===== src/hdl/stt_pkg.sv =====
// package for the software timer table: sizes, codes and word types
// no dependencies
`default_nettype none
package stt_pkg;
  localparam int TableDepth = 16;
  localparam int MaxResults = 16;
  localparam int IdxW = $clog2(TableDepth);
  localparam int CntW = $clog2(TableDepth + 1);

  localparam logic [1:0] KIND_ADD = 2'd0;
  localparam logic [1:0] KIND_DEL = 2'd1;
  localparam logic [1:0] KIND_TICK = 2'd2;

  localparam logic [1:0] ST_OK = 2'd0;
  localparam logic [1:0] ST_FULL = 2'd1;
  localparam logic [1:0] ST_NULL = 2'd2;

  typedef struct packed {
    logic [1:0]  kind;
    logic [7:0]  timer_id;
    logic [31:0] countdown;
  } in_word_t;

  typedef struct packed {
    logic        fired;
    logic [7:0]  fired_id;
    logic [1:0]  status;
    logic [31:0] tick_count;
    logic        last;
  } out_word_t;
endpackage
`default_nettype wire


===== src/hdl/stt_front.sv =====
// front end: takes command words and queues them for the table walker
// depends on stt_pkg
`default_nettype none
module stt_front import stt_pkg::*; (
  input  wire logic     clk,
  input  wire logic     rst_n,
  input  wire logic     start,
  output logic          busy,
  input  wire in_word_t in_word,
  output logic          q_valid,
  output in_word_t      q_word,
  input  wire logic     q_pop
);
  // two-entry queue
  in_word_t   mem_r [2];
  logic       wp_r, rp_r;
  logic [1:0] cnt_r;

  assign busy = cnt_r[1];
  assign q_valid = (cnt_r != 2'd0);
  assign q_word = mem_r[rp_r];

  always_ff @(posedge clk) begin
    if (!rst_n) begin
      wp_r <= 1'b0;
      rp_r <= 1'b0;
      cnt_r <= 2'd0;
    end else begin
      if (start && !busy) begin
        mem_r[wp_r] <= in_word;
        wp_r <= ~wp_r;
      end
      if (q_pop) rp_r <= ~rp_r;
      cnt_r <= cnt_r + {1'b0, start && !busy} - {1'b0, q_pop};
    end
  end
endmodule
`default_nettype wire


===== src/hdl/stt_back.sv =====
// back end: walks the timer table one entry per cycle and emits result words
// depends on stt_pkg
`default_nettype none
module stt_back import stt_pkg::*; (
  input  wire logic     clk,
  input  wire logic     rst_n,
  input  wire logic     q_valid,
  input  wire in_word_t q_word,
  output logic          q_pop,
  output logic          out_strobe,
  output out_word_t     out_word
);
  typedef enum logic [1:0] {S_IDLE, S_WALK, S_DONE} state_t;

  state_t            state_r;
  logic [31:0]       cd_r [TableDepth];
  logic [7:0]        id_r [TableDepth];
  logic [CntW-1:0]   count_r, rd_r, wr_r;
  logic [CntW-1:0]   nhit_r;
  logic [31:0]       ticks_r;
  in_word_t          cmd_r;
  logic              hold_v_r;
  logic [7:0]        hold_id_r;
  logic              strobe_r, strobe_nxt;
  out_word_t         word_r, word_nxt;
  logic [31:0]       cur_cd;
  logic [7:0]        cur_id;
  logic              expired, keep, add_store;

  assign cur_cd = cd_r[rd_r[IdxW-1:0]];
  assign cur_id = id_r[rd_r[IdxW-1:0]];
  assign expired = (cur_cd <= 32'd1);
  assign q_pop = (state_r == S_IDLE) && q_valid;
  assign add_store = (q_word.timer_id != 8'd0) && (q_word.countdown != 32'd0) &&
                     (count_r < CntW'(TableDepth));
  assign out_strobe = strobe_r;
  assign out_word = word_r;

  // per-entry keep decision during the walk
  always_comb begin
    keep = 1'b1;
    case (cmd_r.kind)
      KIND_DEL:  keep = (cur_id != cmd_r.timer_id);
      KIND_TICK: keep = !(expired && nhit_r < CntW'(MaxResults));
      default:   keep = 1'b1;
    endcase
  end

  // next result word; a fired id is held back one hit so the final one carries last
  always_comb begin
    strobe_nxt = 1'b0;
    word_nxt = '{fired: 1'b0, fired_id: 8'd0, status: ST_OK,
                 tick_count: ticks_r, last: 1'b1};
    case (state_r)
      S_IDLE: begin
        if (q_valid) begin
          case (q_word.kind)
            KIND_ADD: begin
              strobe_nxt = 1'b1;
              if (q_word.timer_id == 8'd0) begin
                word_nxt.status = ST_NULL;
              end else if (q_word.countdown == 32'd0) begin
                word_nxt.fired = 1'b1;
                word_nxt.fired_id = q_word.timer_id;
              end else if (count_r >= CntW'(TableDepth)) begin
                word_nxt.status = ST_FULL;
              end
            end
            KIND_DEL, KIND_TICK: strobe_nxt = 1'b0;
            default: strobe_nxt = 1'b1;
          endcase
        end
      end
      S_WALK: begin
        if (rd_r != count_r && !keep && cmd_r.kind == KIND_TICK && hold_v_r) begin
          strobe_nxt = 1'b1;
          word_nxt = '{fired: 1'b1, fired_id: hold_id_r, status: ST_OK,
                       tick_count: ticks_r + 32'd1, last: 1'b0};
        end
      end
      S_DONE: begin
        strobe_nxt = 1'b1;
        word_nxt = '{fired: hold_v_r, fired_id: hold_v_r ? hold_id_r : 8'd0,
                     status: ST_OK,
                     tick_count: (cmd_r.kind == KIND_TICK) ? ticks_r + 32'd1 : ticks_r,
                     last: 1'b1};
      end
      default: strobe_nxt = 1'b0;
    endcase
  end

  // sequencer, table storage and result register
  always_ff @(posedge clk) begin
    if (!rst_n) begin
      state_r <= S_IDLE;
      count_r <= '0;
      ticks_r <= '0;
      strobe_r <= 1'b0;
      rd_r <= '0;
      wr_r <= '0;
      nhit_r <= '0;
      hold_v_r <= 1'b0;
    end else begin
      strobe_r <= strobe_nxt;
      word_r <= word_nxt;
      case (state_r)
        S_IDLE: begin
          if (q_valid) begin
            cmd_r <= q_word;
            rd_r <= '0;
            wr_r <= '0;
            nhit_r <= '0;
            case (q_word.kind)
              KIND_ADD: begin
                if (add_store) begin
                  cd_r[count_r[IdxW-1:0]] <= q_word.countdown;
                  id_r[count_r[IdxW-1:0]] <= q_word.timer_id;
                  count_r <= count_r + 1'b1;
                end
              end
              KIND_DEL, KIND_TICK: state_r <= S_WALK;
              default: state_r <= S_IDLE;
            endcase
          end
        end
        S_WALK: begin
          if (rd_r == count_r) begin
            count_r <= wr_r;
            state_r <= S_DONE;
          end else begin
            rd_r <= rd_r + 1'b1;
            if (keep) begin
              cd_r[wr_r[IdxW-1:0]] <= (cmd_r.kind == KIND_TICK) ?
                (expired ? 32'd0 : cur_cd - 32'd1) : cur_cd;
              id_r[wr_r[IdxW-1:0]] <= cur_id;
              wr_r <= wr_r + 1'b1;
            end else if (cmd_r.kind == KIND_TICK) begin
              // expired entry: hold its id until the next hit or the end of the walk
              nhit_r <= nhit_r + 1'b1;
              hold_v_r <= 1'b1;
              hold_id_r <= cur_id;
            end
          end
        end
        S_DONE: begin
          state_r <= S_IDLE;
          hold_v_r <= 1'b0;
          if (cmd_r.kind == KIND_TICK) ticks_r <= ticks_r + 32'd1;
        end
        default: state_r <= S_IDLE;
      endcase
    end
  end
endmodule
`default_nettype wire


===== src/hdl/software_timer_table.sv =====
// top level of the software timer table
// depends on stt_pkg, stt_front, stt_back
`default_nettype none
// Insertion-ordered table of 16 one-shot timers. A command word is taken when
// start is high and busy is low; two words can queue ahead of the walker and
// busy is high while both slots are taken. An add or an unused kind gives its
// result word via the front queue and result register; the walker takes one
// such word a cycle while not walking. A delete or a tick walks the table one
// entry a cycle, and its done state gives the final word. A tick gives one
// word per expired entry in table order, the final one marked last, or one
// word with fired low if none expired. Results appear for one cycle under
// out_strobe and cannot be stalled.
module software_timer_table import stt_pkg::*; (
  input  wire logic     clk,
  input  wire logic     rst_n,
  input  wire logic     start,
  output logic          busy,
  input  wire in_word_t in_word,
  output logic          out_strobe,
  output out_word_t     out_word
);
  logic     q_valid, q_pop;
  in_word_t q_word;

  stt_front u_front (.clk, .rst_n, .start, .busy, .in_word,
    .q_valid, .q_word, .q_pop);
  stt_back u_back (.clk, .rst_n, .q_valid, .q_word, .q_pop,
    .out_strobe, .out_word);
endmodule
`default_nettype wire

===== config.mk =====
export PLATFORM = sky130hd
export DESIGN_NAME = software_timer_table
export DESIGN_NICKNAME = d
export VERILOG_FILES = /design/src/hdl/stt_pkg.sv /design/src/hdl/stt_front.sv /design/src/hdl/stt_back.sv /design/src/hdl/software_timer_table.sv
export SDC_FILE = /design/constraint.sdc
export NUM_CORES = 1
export LEC_CHECK = 0
export BUFFER_PORTS_ARGS = -buffer_cell sky130_fd_sc_hd__buf_4
export CORE_ASPECT_RATIO = 1.5
export CORE_MARGIN = 2
export CORE_UTILIZATION = 55
export DETAILED_ROUTE_END_ITERATION = 12
export GPL_TIMING_DRIVEN = 0
export PLACE_DENSITY = 0.83
export SKIP_LAST_GASP = 1
export SLEW_MARGIN = 20
export SYNTH_ARGS = -nofsm -noshare
export SYNTH_HDL_FRONTEND = slang
export SYNTH_HIERARCHICAL = 1
export SYNTH_SLANG_ARGS = --single-unit
export TNS_END_PERCENT = 100

===== constraint.sdc =====
create_clock -name clk -period 20.1 [get_ports clk]
set_input_delay 3.015 -clock clk [delete_from_list [all_inputs] [get_ports clk]]
set_output_delay 3.015 -clock clk [all_outputs]
set_load 0.02 [all_outputs]

# Word-level counts from Yosys, hierarchy flattened
# Memories as Yosys holds them, arrays and structs flattened. A register that Yosys moved wholly into a read port is not among the register bits.
# Cells that the tools add are included.
op_classes:
  mux: 68
  reduce_logical: 31
  addsub: 8
  n_eq_ne: 18
  bitwise_logic: 4
  magnitude_cmp: 4
op_table:
  columns: ["op", "count"]
  rows:
  - ["32-bit 2-to-1 mux", 4]
  - ["33-bit one-hot mux with 2 select lines", 1]
  - ["5-bit 2-to-1 mux", 11]
  - ["44-bit 2-to-1 mux", 1]
  - ["5-bit one-hot mux with 2 select lines", 4]
  - ["11-bit one-hot mux with 3 select lines", 1]
  - ["32-bit by 1-bit adder with 32-bit output (second input constant)", 1]
  - ["32-bit by 1-bit <= comparator with 1-bit output (second input constant)", 1]
  - ["32-bit zero test", 1]
  - ["32-bit nonzero test", 1]
  - ["32-bit OR reduction", 1]
  - ["32-bit by 1-bit subtractor with 32-bit output (second input constant)", 1]
  - ["1-bit 2-to-1 mux", 26]
  - ["4-bit 2-to-1 mux", 6]
  - ["11-bit 2-to-1 mux", 2]
  - ["5-bit by 1-bit adder with 5-bit output (second input constant)", 4]
  - ["9-bit 2-to-1 mux", 2]
  - ["8-bit 2-to-1 mux", 2]
  - ["5-bit AND reduction", 3]
  - ["5-bit less-than comparator (second input constant)", 2]
  - ["2-bit by 1-bit != test with 1-bit output (second input constant)", 5]
  - ["3-bit AND reduction", 3]
  - ["1-bit logical AND", 8]
  - ["8-bit zero test", 1]
  - ["other kinds (21)", 41]
word_totals:
  regBits: 122
  ram_bits: 724
  in_bits: 45
  memories: 3
  elab_cells: 155
mem_list:
  columns: ["name", "depth", "width", "read_ports", "rd_clocked_by_memory_dff", "write_ports", "line", "text"]
  rows:
  - ["u_back.cd_r", 16, 32, 1, 1, 1, "stt_back.sv:16", "logic [31:0] cd_r [TableDepth];"]
  - ["u_back.id_r", 16, 8, 1, 1, 1, "stt_back.sv:17", "logic [7:0] id_r [TableDepth];"]
  - ["u_front.mem_r", 2, 42, 1, 1, 1, "stt_front.sv:15", "in_word_t mem_r [2];"]

# Logic depth before layout (Yosys ltp)
logic_depth:
  depth_word: 11
  ltp_mapped: 21

# Cells and area by module
# The synthesis kept the hierarchy.
by_module_without_submodules:
  columns: ["mod", "area_each_um2", "seq_area_each_um2", "cells_per_inst", "instances"]
  rows:
  - ["stt_back", 32773.9, 22281.4, 2015, 1]
  - ["stt_front", 3464.6, 2622.5, 154, 1]

# Worst setup path before layout
# OpenSTA, ideal clock, no wires.
synth_path:
  kind: "flip-flop to flip-flop"
  startpoint: "reg (tool-made name)"
  endpoint: "mem u_back.cd_r[11][0] (enable)"
  setup_slack_ns: 12.516
  stages_incl_launch_ff: 21
  t_arrival_ns: 7.091
  setup_time_ns: 0.493
  period_less_slack_ns: 7.584
  path_cell_list: "dfxtp_1 -> buf_6 -> buf_2 -> buf_2 -> buf_2 -> buf_2 -> buf_2 -> mux4_2 -> mux2i_1 -> mux2_2 -> inv_1 -> ha_1 -> nor2_1 -> nor2_1 -> nor4b_1 -> nand4_4 -> a211oi_2 -> or2_2 -> buf_6 -> buf_2 -> o21ai_0"
synth_rtl:
  columns: ["element", "line"]
  rows:
  - ["to (decl)", "stt_back.sv:16"]

==> flow_summary.yaml <==
status:
  run_status: "complete, no violations"
placement:
  gp_routability_congestion: 0.9459
  buffer_ports.inserted: 90
  total_placed_cells_including_tap_cells: 3188
  detailedPlace.worstSlack_ps: 12550
  placed_area_um2: 39520
  dp.final_hpwl_um: 67790
sta:
  layout_worst_path_cycle_share_pct: 39.31
  shortest_period_the_worst_path_allows_ps: 7902
  worst_slew_pin_slew_ps: 1251
  finalSetupViolations: 0
  timing_max_transition_violations_final: 0
  finalHoldViolCount: 0
  highest_clock_rate_mhz: 126.5
  max_slew_margin_pct: 16.60
  timing.setup.tns_ps: 0
  fin_ws_ps: 12200
  worst_clock_skew_ps: 38.78
  rsz0062_at_grt: "no"
clock_tree:
  cts_root_buffer: "sky130_fd_sc_hd__clkbuf_16"
  clock_tree_from_tritoncts: "yes"
  clock_sinks: 851
  insertion_delay_ps: 660
  cts_made_buffers: 79
  cts.repair.resized: 0
  clock_path_buffers: 3
  holdBufCountCts: 0
  clkSlewWorstSetupHoldPaths_ps: 60
  cts.htree.levels: 3
  count_of_buffers_added_by_post_cts_timing_repair_for_setup: 0
routing:
  detailroute.via_count: 22260
  post-route-drc-count: 0
  initialDrtViolationCount: 2596
  firstDrtPassIters: 6
  detail_route.wirelength_um: 101900
  route.detailed.wl_per_inst_um: 30.55
  ant_nets: 0
  routed_via_density: 6.673
cells_and_area:
  post_layout_nonfiller_instances: 3336
  fill_cell_total_of_the_finished_layout: 4286
  final_design_area_no_fill_um2: 42160
  areaGrowthSynthToFinish_pct: 16.35
  nNetsFinal: 2453
  drive_gt1_share_pct: 23.39
worst_setup_path:
  crit_type: "flop to flop"
  cp.required_ps: 20440
  reg2regPathDepth: 21
  cp_max_fo: 12
  worst-r2r-setup-slack_ps: 12200
  worstSetupEndpointType: "flop"
  critical_path_arrival_ps: 8250
  r2r-end: "u_back/cd_r[12][17]"
  timing.critical_path.from_type: "flop"
min_path:
  min_delay_path_depth: 2
  hold_path_end: "u_back/wr_r[4]"
  hp_class: "flop to flop"
  timing.hold.worst.start: "u_back/wr_r[4]"
yosys:
  ys_ff_latch: 851
  post-synth-top-area-cell: "sky130_fd_sc_hd__edfxtp_1"
  postSynthAreaPerCell_um2: 16.71
  syn_nets: 2230
  synth_enable_flop_cells: 786
  yosysTopAreaCellShare_pct: 65.13
  synthCells: 2169
  synthesis.area_um2: 36240
  synth_top_area_cells: "sky130_fd_sc_hd__edfxtp_1 65%, sky130_fd_sc_hd__mux4_2 8.9%, sky130_fd_sc_hd__dfxtp_1 3.6%"
  ys_async_sr_fraction_pct: 0
  yosysSeqAreaShare_pct: 68.72
  yosys_warnings: 6
  ys.flop_type: "sky130_fd_sc_hd__edfxtp_1"
  netlist-cell-type-count: 78
global_routing:
  grt_first_pass_wirelength_um: 147900
  grt_pass1_vias: 22650
  groute.usage.overall_pct: 30.45
  grt_max_degree: 53
  grt_remaining_overflow: 0
  antenna_violations_before_repair: 1
power:
  power_mw: 4.368
  power-per-cell-area_nw_per_um2: 103.6
  worst_ir_drop_vdd_v: 0.00007807
  leakage_component_of_the_power_nw: 13.43
run:
  max_cap_violation_count: 0
floorplanning:
  die_ar_um2: 68000
  top_level_ports: 91
  core_area_um2: 65330
  start_util_pct: 55.47
  number_of_core_rows: 115
  dieHeight_um: 318.4
  fp.dieW_um: 213.6
[cells by family (layout without fill, tap and decap cells)]
kind of cell    after synthesis  count (layout)  synth area share (%)
compound gates              273             273                 5.738
xor+xnor                     85              85                 2.054
fa+ha+maj                    16              16                0.5524
buf+inv                     173             462                 2.306
flops                       851             851                 68.72
mux                         308             308                 14.08
other cells                   0               1                     0
simple gates                463             463                 6.546
[Yosys cell counts, types with 8 or more instances]
cell                          n
sky130_fd_sc_hd__edfxtp_1   786
sky130_fd_sc_hd__mux4_2     143
sky130_fd_sc_hd__nand2_1    130
sky130_fd_sc_hd__mux2i_1    101
sky130_fd_sc_hd__nor2_1      73
sky130_fd_sc_hd__dfxtp_1     65
sky130_fd_sc_hd__clkbuf_1    58
sky130_fd_sc_hd__xnor2_1     57
sky130_fd_sc_hd__nand3_1     55
sky130_fd_sc_hd__o21ai_0     55
sky130_fd_sc_hd__inv_1       49
sky130_fd_sc_hd__mux2_4      40
sky130_fd_sc_hd__and2_1      38
sky130_fd_sc_hd__a21oi_1     36
sky130_fd_sc_hd__buf_2       34
sky130_fd_sc_hd__nor3_1      29
sky130_fd_sc_hd__nor4_1      29
sky130_fd_sc_hd__xor2_1      28
sky130_fd_sc_hd__nand4_1     25
sky130_fd_sc_hd__and3_1      22
sky130_fd_sc_hd__mux2_2      21
sky130_fd_sc_hd__o2bb2ai_2   20
sky130_fd_sc_hd__a22oi_1     17
sky130_fd_sc_hd__nor2b_1     17
sky130_fd_sc_hd__o211ai_1    17
sky130_fd_sc_hd__a221oi_1    16
sky130_fd_sc_hd__ha_1        16
sky130_fd_sc_hd__a21boi_0    15
sky130_fd_sc_hd__buf_1       14
sky130_fd_sc_hd__or3_1       14
sky130_fd_sc_hd__o32ai_1     10
sky130_fd_sc_hd__a22o_1       9
sky130_fd_sc_hd__o2bb2ai_1    9
sky130_fd_sc_hd__o31ai_1      8
[worst max-delay path, stage by stage (launching register included)]
cell	delay, ps
sky130_fd_sc_hd__dfxtp_1	550
sky130_fd_sc_hd__buf_6	260
sky130_fd_sc_hd__buf_2	510
sky130_fd_sc_hd__buf_2	450
sky130_fd_sc_hd__buf_2	410
sky130_fd_sc_hd__buf_2	400
sky130_fd_sc_hd__buf_2	430
sky130_fd_sc_hd__mux4_2	550
sky130_fd_sc_hd__mux2i_1	150
sky130_fd_sc_hd__mux2_2	260
sky130_fd_sc_hd__ha_1	230
sky130_fd_sc_hd__nor2_1	90
sky130_fd_sc_hd__nor2_1	100
sky130_fd_sc_hd__nor4b_1	500
sky130_fd_sc_hd__nand4_4	300
sky130_fd_sc_hd__a211oi_2	430
sky130_fd_sc_hd__or2_2	200
sky130_fd_sc_hd__buf_6	180
sky130_fd_sc_hd__buf_8	250
sky130_fd_sc_hd__mux2i_4	820
sky130_fd_sc_hd__buf_8	260
sky130_fd_sc_hd__buf_8	180
[worst max-delay path by stage]
stage / startpoint / slack, ps / to / cells past startpoint
global placement: flop / 7100 / u_back/cd_r[7][8] / 19
detailed placement: flop / 12550 / u_back/cd_r[12][27] / 21
CTS: flop / 12420 / u_back/cd_r[12][17] / 21
global route: flop / 12040 / u_back/cd_r[12][17] / 21
floorplan: flop / 12520 / u_back/cd_r[11][0] / 20
finish: flop / 12200 / u_back/cd_r[12][17] / 21
[metrics by stage]
| stage | hold WS [ps] | utilization [%] |
|---|---|---|
| 2_1_floorplan | 452.1 | - |
| 3_3_place_gp | 465.2 | 58.19 |
| 3_5_place_dp | 476.7 | 60.50 |
| 4_1_cts | 485.1 | 64.49 |
| 5_1_grt | 518.3 | 64.54 |
| 6_report | 485.3 | 64.54 |
[cells in the final DEF, fill, tap and decap left out, drive strengths merged, types with 29 or more instances in the layout]
cell type,n
edfxtp,786
buf,206
clkbuf,158
mux4,143
nand2,130
mux2i,101
nor2,73
dfxtp,65
mux2,64
xnor2,57
o21ai,57
nand3,55
inv,54
and2,38
a21oi,36
nor4,31
clkinv,31
nor3,29
o2bb2ai,29
[routing by layer]
layer  part of all wire [%]  GRT usage, %  up-vias
li1                       -             -     9066
met1                     32         34.77    11090
met2                     49         49.81     1615
met3                     11         6.992      489
met4                    8.5         22.62        2
met5                  0.018             0        -
[final cells by class]
class,instances,area (um^2),share of cell area [%]
clock buffer,99,2093,4.965
tap,877,1097,2.603
clock inverter,48,515.5,1.223
timing repair buffer,142,1989,4.718
multi-input combinational,1145,10720,25.43
inverter,50,187.7,0.4451
buffer,123,650.6,1.543
antenna,1,2.502,0.005935
sequential,851,24900,59.07
[where the power goes]
part / internal [mW] / switching [mW] / total (mW)
registers: 2.10 / 0.0192 / 2.12
clock network: 0.852 / 0.661 / 1.51
logic: 0.235 / 0.497 / 0.732
[sequential cells by signal (all words and copies together), names as in the netlist, 8 cells and up, named ones only]
| name | cells |
|---|---|
| u_front/mem_r | 84 |
| u_back/id_r | 128 |
| u_back/hold_id_r | 8 |
| u_back/out_word | 44 |
| u_back/cmd_r | 10 |
| u_back/ticks_r | 32 |
| u_back/cd_r | 512 |
(Power assumes the default switching activity.)
